[src/design/rrp_pkg.sv]
`default_nettype none

package rrp_pkg;

    // Sizing of the message offset counter and of the decimal numbers.
    localparam int MAX_MESSAGE_BYTES = 4096;
    localparam int LENGTH_BITS       = 16;
    localparam int OFFSET_W          = $clog2(MAX_MESSAGE_BYTES);

    // Port widths fixed by the interface.
    localparam int INDEX_W  = 2;
    localparam int START_W  = 12;
    localparam int ELEN_W   = 16;

    // Protocol characters.
    localparam logic [7:0] CH_STAR   = 8'h2A;
    localparam logic [7:0] CH_DOLLAR = 8'h24;
    localparam logic [7:0] CH_CR     = 8'h0D;
    localparam logic [7:0] CH_LF     = 8'h0A;
    localparam logic [7:0] CH_ZERO   = 8'h30;
    localparam logic [7:0] CH_NINE   = 8'h39;

    // Array count for which a value element follows the key.
    localparam logic [LENGTH_BITS-1:0] COUNT_WITH_VALUE = LENGTH_BITS'(3);

    // Element index codes.
    localparam logic [INDEX_W-1:0] ELEM_CMD   = 2'd0;
    localparam logic [INDEX_W-1:0] ELEM_KEY   = 2'd1;
    localparam logic [INDEX_W-1:0] ELEM_VALUE = 2'd2;

    // Status codes.
    localparam logic STATUS_FOUND      = 1'b0;
    localparam logic STATUS_NO_DOLLAR  = 1'b1;

    // Parser phases.
    typedef enum logic [2:0] {
        PH_WAIT,
        PH_COUNT,
        PH_SEPA,
        PH_LEN,
        PH_SEPB,
        PH_DATA,
        PH_DONE
    } phase_t;

    // One result transaction.
    typedef struct packed {
        logic [INDEX_W-1:0]     idx;
        logic [OFFSET_W-1:0]    off;
        logic [LENGTH_BITS-1:0] len;
        logic                   status;
        logic                   last;
    } result_t;

    // Decimal accumulate: acc * 10 + digit, saturated to all ones.
    function automatic logic [LENGTH_BITS-1:0] acc_digit(
        input logic [LENGTH_BITS-1:0] acc,
        input logic [3:0]             digit
    );
        logic [LENGTH_BITS+3:0] wide;
        logic [LENGTH_BITS+3:0] ext;
        ext  = {4'b0000, acc};
        wide = (ext << 3) + (ext << 1) + {{LENGTH_BITS{1'b0}}, digit};
        if (wide[LENGTH_BITS+3:LENGTH_BITS] != 4'b0000)
            return {LENGTH_BITS{1'b1}};
        else
            return wide[LENGTH_BITS-1:0];
    endfunction

endpackage

`default_nettype wire

[src/design/resp_request_parser_core.sv]
// Output: a result is registered and presented on the output in the cycle after the byte that causes it
// is accepted.
// Throughput: one byte per clock while out_ready is high; the parser state is updated in the
// accept cycle, and a result that waits for out_ready holds off the next byte.
// Reset: rst_n clears the parser to waiting for the array marker and empties the
// result register.
`default_nettype none

module resp_request_parser_core
    import rrp_pkg::*;
(
    input  wire logic                clk,
    input  wire logic                rst_n,

    input  wire logic                in_valid,
    output logic                     in_ready,
    input  wire logic [7:0]          data_byte,
    input  wire logic                first_of_message,

    output logic                     out_valid,
    input  wire logic                out_ready,
    output logic [INDEX_W-1:0]       element_index,
    output logic [START_W-1:0]       start_offset,
    output logic [ELEN_W-1:0]        element_length,
    output logic                     status,
    output logic                     last
);

    // Parser state.
    phase_t                  phase_reg, phase_next;
    logic [INDEX_W-1:0]      elem_reg, elem_next;
    logic [LENGTH_BITS-1:0]  count_reg, count_next;
    logic [LENGTH_BITS-1:0]  acc_reg, acc_next;
    logic [OFFSET_W-1:0]     offset_reg, offset_next;
    logic [LENGTH_BITS-1:0]  remain_reg, remain_next;

    // Result register.
    logic                    out_valid_reg;
    result_t                 result_reg;

    // Working values for the current byte.
    logic                    accept;
    logic                    is_digit;
    logic                    is_crlf;
    logic [3:0]              digit_val;
    phase_t                  cur_phase;
    phase_t                  eval_phase;
    logic [INDEX_W-1:0]      cur_elem;
    logic [LENGTH_BITS-1:0]  cur_count;
    logic [LENGTH_BITS-1:0]  cur_acc;
    logic [OFFSET_W-1:0]     cur_offset;
    logic [LENGTH_BITS-1:0]  eval_remain;
    logic                    is_last_elem;
    logic                    res_valid;
    result_t                 res;

    assign accept   = in_valid && in_ready;
    assign in_ready = !out_valid_reg || out_ready;

    // Byte classification.
    assign is_digit  = (data_byte >= CH_ZERO) && (data_byte <= CH_NINE);
    assign is_crlf   = (data_byte == CH_CR) || (data_byte == CH_LF);
    assign digit_val = 4'(data_byte - CH_ZERO);

    // A new message starts from the reset state.
    assign cur_phase  = first_of_message ? PH_WAIT : phase_reg;
    assign cur_elem   = first_of_message ? ELEM_CMD : elem_reg;
    assign cur_count  = first_of_message ? '0 : count_reg;
    assign cur_acc    = first_of_message ? '0 : acc_reg;
    assign cur_offset = first_of_message ? '0 : offset_reg;

    // The end of a number hands the byte on to the separator phase that follows it.
    always_comb
    begin
        eval_phase  = cur_phase;
        eval_remain = first_of_message ? '0 : remain_reg;
        if (cur_phase == PH_COUNT && !is_digit)
        begin
            eval_phase = PH_SEPA;
        end
        else if (cur_phase == PH_LEN && !is_digit)
        begin
            eval_phase  = PH_SEPB;
            eval_remain = cur_acc;
        end
    end

    // The key is last unless the array count announces a value.
    assign is_last_elem = (cur_elem >= ELEM_VALUE) ||
                          (cur_elem == ELEM_KEY && cur_count != COUNT_WITH_VALUE);

    // Next-state logic.
    always_comb
    begin
        phase_next  = eval_phase;
        elem_next   = cur_elem;
        count_next  = cur_count;
        acc_next    = cur_acc;
        remain_next = eval_remain;
        if (cur_phase == PH_COUNT && !is_digit)
        begin
            count_next = cur_acc;
        end
        if (cur_offset < OFFSET_W'(MAX_MESSAGE_BYTES - 1))
            offset_next = cur_offset + 1'b1;
        else
            offset_next = cur_offset;

        unique case (eval_phase)
            PH_WAIT:
            begin
                if (data_byte == CH_STAR)
                begin
                    phase_next = PH_COUNT;
                    acc_next   = '0;
                end
            end
            PH_COUNT, PH_LEN:
            begin
                acc_next = acc_digit(cur_acc, digit_val);
            end
            PH_SEPA:
            begin
                if (data_byte == CH_DOLLAR)
                begin
                    phase_next = PH_LEN;
                    acc_next   = '0;
                end
                else if (!is_crlf)
                begin
                    phase_next = PH_DONE;
                end
            end
            PH_SEPB:
            begin
                if (!is_crlf)
                begin
                    if (eval_remain == '0 && !is_last_elem)
                    begin
                        if (data_byte == CH_DOLLAR)
                        begin
                            phase_next = PH_LEN;
                            acc_next   = '0;
                        end
                        else
                        begin
                            phase_next = PH_DONE;
                        end
                        elem_next = cur_elem + 1'b1;
                    end
                    else if (is_last_elem)
                    begin
                        phase_next = PH_DONE;
                    end
                    else
                    begin
                        remain_next = eval_remain - 1'b1;
                        if (eval_remain == LENGTH_BITS'(1))
                        begin
                            phase_next = PH_SEPA;
                            elem_next  = cur_elem + 1'b1;
                        end
                        else
                        begin
                            phase_next = PH_DATA;
                        end
                    end
                end
            end
            PH_DATA:
            begin
                // Data bytes are counted without looking at their value.
                if (eval_remain != '0)
                    remain_next = eval_remain - 1'b1;
                if (eval_remain <= LENGTH_BITS'(1))
                begin
                    phase_next = PH_SEPA;
                    elem_next  = cur_elem + 1'b1;
                end
            end
            PH_DONE:
            begin
                phase_next = PH_DONE;
            end
            default:
            begin
                phase_next = PH_WAIT;
            end
        endcase
    end

    // Result for the current byte.
    always_comb
    begin
        res_valid  = 1'b0;
        res.idx    = cur_elem;
        res.off    = cur_offset;
        res.len    = '0;
        res.status = STATUS_FOUND;
        res.last   = 1'b0;

        unique case (eval_phase)
            PH_SEPA:
            begin
                if (data_byte != CH_DOLLAR && !is_crlf)
                begin
                    res_valid  = 1'b1;
                    res.status = STATUS_NO_DOLLAR;
                    res.last   = 1'b1;
                end
            end
            PH_SEPB:
            begin
                if (!is_crlf)
                begin
                    res_valid = 1'b1;
                    if (eval_remain == '0 && !is_last_elem)
                    begin
                        // An empty element whose data start must be the next dollar sign.
                        if (data_byte != CH_DOLLAR)
                        begin
                            res.idx    = cur_elem + 1'b1;
                            res.status = STATUS_NO_DOLLAR;
                            res.last   = 1'b1;
                        end
                    end
                    else
                    begin
                        res.len  = eval_remain;
                        res.last = is_last_elem;
                    end
                end
            end
            PH_WAIT, PH_COUNT, PH_LEN, PH_DATA, PH_DONE:
            begin
                res_valid = 1'b0;
            end
            default:
            begin
                res_valid = 1'b0;
            end
        endcase
    end

    // Parser state registers.
    always_ff @(posedge clk or negedge rst_n)
    begin
        if (!rst_n)
        begin
            phase_reg  <= PH_WAIT;
            elem_reg   <= ELEM_CMD;
            count_reg  <= '0;
            acc_reg    <= '0;
            offset_reg <= '0;
            remain_reg <= '0;
        end
        else if (accept)
        begin
            phase_reg  <= phase_next;
            elem_reg   <= elem_next;
            count_reg  <= count_next;
            acc_reg    <= acc_next;
            offset_reg <= offset_next;
            remain_reg <= remain_next;
        end
    end

    // Result register valid flag.
    always_ff @(posedge clk or negedge rst_n)
    begin
        if (!rst_n)
            out_valid_reg <= 1'b0;
        else if (accept && res_valid)
            out_valid_reg <= 1'b1;
        else if (out_ready)
            out_valid_reg <= 1'b0;
    end

    // Result register payload.
    always_ff @(posedge clk)
    begin
        if (accept && res_valid)
            result_reg <= res;
    end

    assign out_valid      = out_valid_reg;
    assign element_index  = result_reg.idx;
    assign start_offset   = START_W'(result_reg.off);
    assign element_length = ELEN_W'(result_reg.len);
    assign status         = result_reg.status;
    assign last           = result_reg.last;

    // An error transaction always closes the message.
    assert property (@(posedge clk) disable iff (!rst_n)
        (out_valid_reg && result_reg.status == STATUS_NO_DOLLAR) |-> result_reg.last)
        else $error("error result without last flag");

    // After the final result of a message the parser ignores the rest of it.
    assert property (@(posedge clk) disable iff (!rst_n)
        (accept && res_valid && res.last) |=> (phase_reg == PH_DONE))
        else $error("parser not done after last result");

    // A finished message produces no more results until a new one starts.
    assert property (@(posedge clk) disable iff (!rst_n)
        (accept && phase_reg == PH_DONE && !first_of_message) |-> !res_valid)
        else $error("result produced after message was done");

    // Only the command, key and value indexes are ever reported.
    assert property (@(posedge clk) disable iff (!rst_n)
        out_valid_reg |-> (result_reg.idx == ELEM_CMD || result_reg.idx == ELEM_KEY ||
                           result_reg.idx == ELEM_VALUE))
        else $error("element index out of range");

endmodule

`default_nettype wire
[config.mk]
export PLATFORM = sky130hd
export DESIGN_NAME = resp_request_parser_core
export DESIGN_NICKNAME = d
export VERILOG_FILES = /design/src/design/rrp_pkg.sv /design/src/design/resp_request_parser_core.sv
export SDC_FILE = /design/constraint.sdc
export NUM_CORES = 1
export LEC_CHECK = 0
export BUFFER_PORTS_ARGS = -buffer_cell sky130_fd_sc_hd__buf_2
export CAP_MARGIN = 5
export CORE_MARGIN = 4
export CORE_UTILIZATION = 30
export DETAILED_ROUTE_END_ITERATION = 16
export HOLD_SLACK_MARGIN = 0.12
export PLACE_DENSITY_LB_ADDON = 0.12
export SLEW_MARGIN = 10
export SYNTH_ARGS = -nofsm -noshare
export SYNTH_HDL_FRONTEND = slang
export SYNTH_SLANG_ARGS = --single-unit
export TNS_END_PERCENT = 30
[constraint.sdc]
create_clock -name clk -period 4.8 [get_ports clk]
set_clock_uncertainty 0.2 [all_clocks]
set_input_delay 0.48 -clock clk [delete_from_list [all_inputs] [get_ports clk]]
set_output_delay 0.48 -clock clk [all_outputs]
set_load 0.1 [all_outputs]
; Word level (Yosys, flattened, before mapping)
; Index checks and enable logic that the tools add are counted.
[op_classes]
add_sub_neg = 6
n_lt_le_gt_ge = 5
eq_ne = 16
muxes = 54
bitwise_logic = 1
n_reduce_logical = 22
[op_table]
columns = operator, count
row1 = 2-to-1 mux 16 bit, 15
row2 = one-hot mux 16 bit (4 select lines), 1
row3 = 2-to-1 mux 3 bit, 12
row4 = one-hot mux 16 bit (2 select lines), 1
row5 = 2-to-1 mux 2 bit, 13
row6 = 2-to-1 mux 12 bit, 2
row7 = adder 19 x 17 -> 20 bit, 1
row8 = adder 20 x 4 -> 20 bit, 1
row9 = one-hot mux 3 bit (6 select lines), 1
row10 = "== test 16 x 1 -> 1 bit, second input constant", 1
row11 = "== test 8 x 4 -> 1 bit, second input constant", 2
row12 = "== test 8 x 6 -> 1 bit, second input constant", 2
row13 = "<= comparator 16 x 1 -> 1 bit, second input constant", 1
row14 = logical NOT 16 bit, 1
row15 = "!= test 16 x 2 -> 1 bit, second input constant", 1
row16 = nonzero test 16 bit, 1
row17 = "subtractor 16 x 1 -> 16 bit, second input constant", 1
row18 = "adder 12 x 1 -> 12 bit, second input constant", 1
row19 = "< comparator 12 bit, second input constant", 1
row20 = "== test 3 x 2 -> 1 bit, second input constant", 3
row21 = "== test 3 bit, second input constant", 3
row22 = "greater-or-equal comparator 8 x 6 -> 1 bit, second input constant", 1
row23 = "<= comparator 8 x 6 -> 1 bit, second input constant", 1
row24 = logical AND 1 bit, 8
row25 = 17 further kinds, 29
[totals]
regBits = 98
in_bits = 13
elab_cells = 116

; Longest topological paths before layout
[logic_depth]
word_depth = 12
mapped_depth = 19
mapped_depth_nobuf = 15

; Least setup slack after synthesis
; No wires, ideal clock.
[synth_timing]
kind = in2reg
start = input port first_of_message
end = register acc_reg[10]
setup_ns = 0.078
arrival_ns = 4.101
t_required_ns = 4.522
path_slack_ns = 0.421
path_stages = 19
path_cell_list = buf_6 buf_2 buf_1 clkbuf_1 clkbuf_1 nor2b_1 ha_1 ha_1 inv_1 fa_1 nor2b_1 o31ai_1 a21oi_1 o2111ai_1 and3_1 o21ai_1 buf_2 nor2_1 o2bb2ai_1
[synth_via]
elab_chain_cells = 10
[synth_lines]
columns = item, line_no
row1 = start: declaration, resp_request_parser_core.sv:18  ; input wire logic first_of_message,
row2 = "parallel branches: the longest is 9 deep, another holds adder 19 x 17 -> 20 bit", -
row3 = one-hot mux 16 bit (4 select lines) *, resp_request_parser_core.sv:109  ; unique case (eval_phase)
row4 = end signal: assignment, resp_request_parser_core.sv:262  ; acc_reg <= acc_next;
row5 = end: declaration, resp_request_parser_core.sv:33  ; logic [LENGTH_BITS-1:0] acc_reg, acc_next;
; Every way passes the cells marked *.
; A chain may end at the register's enable or synchronous reset.

; Worst setup path after layout
[layout_timing]
start = register acc_reg[3]
end = register acc_reg[12]
[layout_via]
elab_chain_cells = 8
[layout_lines]
columns = item, line_no
row1 = 2-to-1 mux 16 bit *, resp_request_parser_core.sv:69  ; assign cur_acc = first_of_message ? '0 : acc_reg;
row2 = "parallel branches: the longest is 6 deep, another holds adder 19 x 17 -> 20 bit", -
row3 = one-hot mux 16 bit (4 select lines) *, resp_request_parser_core.sv:109
; Marks and branches as above.

==> summary.md <==
| Metric | Value |
|---|---|
| VDD IR max | 0.152 mV |
| All-layer global routing usage | 15.0% |
| Synthesized Nets | 745 |
| Final Critical Period | 3.52 ns |
| Worst Setup End Kind | flop |
| Core footprint | 21100 sq um |
| P&R area growth vs syn | 13.2% |
| Setup CP Type | reg -> reg |
| MaxCap Viol Count | 0 |
| Leak | 3.08 nW |
| Post-CTS Resized | 0 |
| # hold bufs at CTS | 1 |
| Remaining antenna violation count | 0 |
| GRT overflow | 0 |
| Post-synth ARST share | 67.3% |
| CTS tree | built |
| RSZ-0062 raised after global routing | no |
| Core Util, Final | 34.7% |
| Fmax | 284 MHz |
| Mapped Area | 6460 sq um |
| Mean post-synth cell area | 9.29 sq um |
| IO buf count | 46 |
| Synth Register Bits | 98 |
| Post-DP HPWL | 13000 microns |
| Longest Clk Path Bufs | 2 |
| First-pass GRT wire length | 29000 microns |
| Slew headroom | 28.3% |
| Status | finished, final reports clean |
| Synth area leaders | dfrtp_1, edfxtp_1, ha_1, nand2_1, o21ai_0 |
| Power Total | 2.58 mW |
| Post-DR vias/cell | 5.28 |
| CP Data Arrival Time | 3.56 ns |
| Synth unique cells | 82 |
| Num ports | 47 |
| Drt wl/cell | 17.2 microns |
| Synth warnings | 0 |
| Hold crit path type | in -> reg |
| Die X | 155 microns |
| Placer Congestion | 0.840 |
| Sequential area share after synthesis | 40.4% |
| Top cell type's share of synthesized area | 25.5% |
| Die area | 24000 sq um |
| Initial antenna violation count | 0 |
| Post-Syn Instances | 696 |
| Violation count after the first detailed-route iteration | 336 |
| DRC viols | 0 |
| Crit start category | flop |
| CP max FO | 16 |
| Via count | 5359 |
| Die Y-Extent | 155 microns |
| CP required | 4.84 ns |
| Post-route clock period utilization | 73.4% |
| Later-pin clock latency in the skew report | 0.35 ns |
| Ant. Diodes | 0 |
| Max-slew violations | 0 |
| Initial DRT Pass Iterations | 5 |
| Final Hold Viols | 0 |
| Layout cells sized above 1 | 14.5% |
| Synth cell count leaders | nand2_1, dfrtp_1, nor2_1 |
| Tightest Pin Transition | 1.07 ns |
| Root Driver | clkbuf_16 |
| Worst R2R Setup Slack | 1.28 ns |
| Initial Utilization | 30.7% |
| Total Nets Final | 784 |
| Setup TNS | 0 ns |
| Std cell rows | 53 |
| Post-synth EDFFs | 32 |
| Pwr dens | 353 nW/um^2 |
| Clock Sink Count | 98 |
| CTS Buf Count | 9 |
| Routed WL | 17500 microns |
| Hold path depth | 3 |
| Vias in the first global route | 5414 |
| Count leader, synth | nand2_1 |
| Setup-failing EPs final | 0 |
| H-tree depth | 3 |
| Clock transition at the registers of the reported paths | 0.07 ns |
| Synth Flop Type | dfrtp_1 |
| Worst reg2reg path depth | 12 |
| Largest area contributor in the netlist | dfrtp_1 |
| Largest net degree at the start of global routing | 83 |
| Post-CTS Setup Repair Bufs | 0 |
-- layer usage --
metal | share of wire, % | vias to the layer above | GRT usage, %
met5 | 0 | - | 0
met4 | 2.9 | 0 | 6.22
met3 | 3.7 | 36 | 2.69
met2 | 48 | 114 | 24.5
met1 | 46 | 2593 | 19.6
li1 | - | 2616 | -
-- path summary, 6_finish.rpt --
kind,from,to
max reg2reg,acc_reg[3]$_DFFE_PN0P_,acc_reg[12]$_DFFE_PN0P_
max in group asynchronous,rst_n,count_reg[10]$_DFFE_PN0P_
min,data_byte[0],acc_reg[0]$_DFFE_PN0P_
max,acc_reg[3]$_DFFE_PN0P_,acc_reg[12]$_DFFE_PN0P_
min reg2reg,count_reg[11]$_DFFE_PN0P_,count_reg[11]$_DFFE_PN0P_
min in group asynchronous,rst_n,offset_reg[6]$_DFFE_PN0P_
-- metrics by stage --
stage / cells / setup slack, ns / cell area [sq um] / hold WS, ns
5_1_grt: 1015 / 0.925 / 7320 / 0.313
3_5_place_dp: 998 / 0.965 / 6990 / 0.300
2_1_floorplan: 696 / 0.421 / 6460 / -0.0156
4_1_cts: 1015 / 1.31 / 7320 / 0.262
3_3_place_gp: 998 / 1.01 / 6990 / 0.277
6_report: 1015 / 1.28 / 7320 / 0.264
-- final cells by class --
type                       count  area [sq um]
sequential                    98          2610
fill                        2149         13800
clock inverter                 6          90.1
clock buffer                  10           229
inverter                      26          97.6
timing repair buffer          59           343
tap                          275           344
multi-input combinational    541          3600
-- power by group --
part / switching, mW / internal (mW) / total, mW
clock: 0.328 / 0.459 / 0.788
combinational: 0.558 / 0.217 / 0.775
sequential: 0.0634 / 0.955 / 1.02
-- kinds of logic after synthesis --
group / Yosys count / synth area share [%]
multiplexers: 15 / 2.44
AO/OA/AOI/OAI: 183 / 19.9
adder cells (fa/ha/maj): 36 / 7.20
flip-flops: 98 / 40.4
buffers and inverters: 57 / 4.01
AND/OR/NAND/NOR: 278 / 22.1
XOR/XNOR: 29 / 3.93
-- cell usage in the layout, fill, tap and decap left out, types with 4 or more instances in the layout --
cell / instances
a211oi_1: 4
a21o_1: 7
a21oi_1: 35
a22oi_1: 16
a31oi_1: 7
and3_1: 8
buf_2: 46
buf_4: 11
clkbuf_16: 9
dfrtp_1: 66
edfxtp_1: 32
ha_1: 34
inv_1: 25
mux2_2: 5
mux2i_1: 9
nand2_1: 82
nand2b_1: 9
nand3_1: 12
nand4_1: 8
nor2_1: 60
nor2b_1: 34
nor3_1: 21
nor4_1: 4
o211ai_1: 4
o21a_1: 6
o21ai_0: 46
o21ai_1: 4
o2bb2ai_1: 13
o31ai_1: 6
or3_1: 5
xnor2_1: 18
xor2_1: 11
-- critical path: stages (launching register included) --
cell and delay [ns]:
dfrtp_1 0.55, nor2b_1 0.28, ha_1 0.27, ha_1 0.35
nor2b_1 0.16, o31ai_1 0.43, a21oi_1 0.21, o2111ai_1 0.26
and3_1 0.18, o21ai_1 0.06, buf_4 0.20, nor2_1 0.18
o2bb2ai_2 0.08
Power figures use the tool's default switching activity.
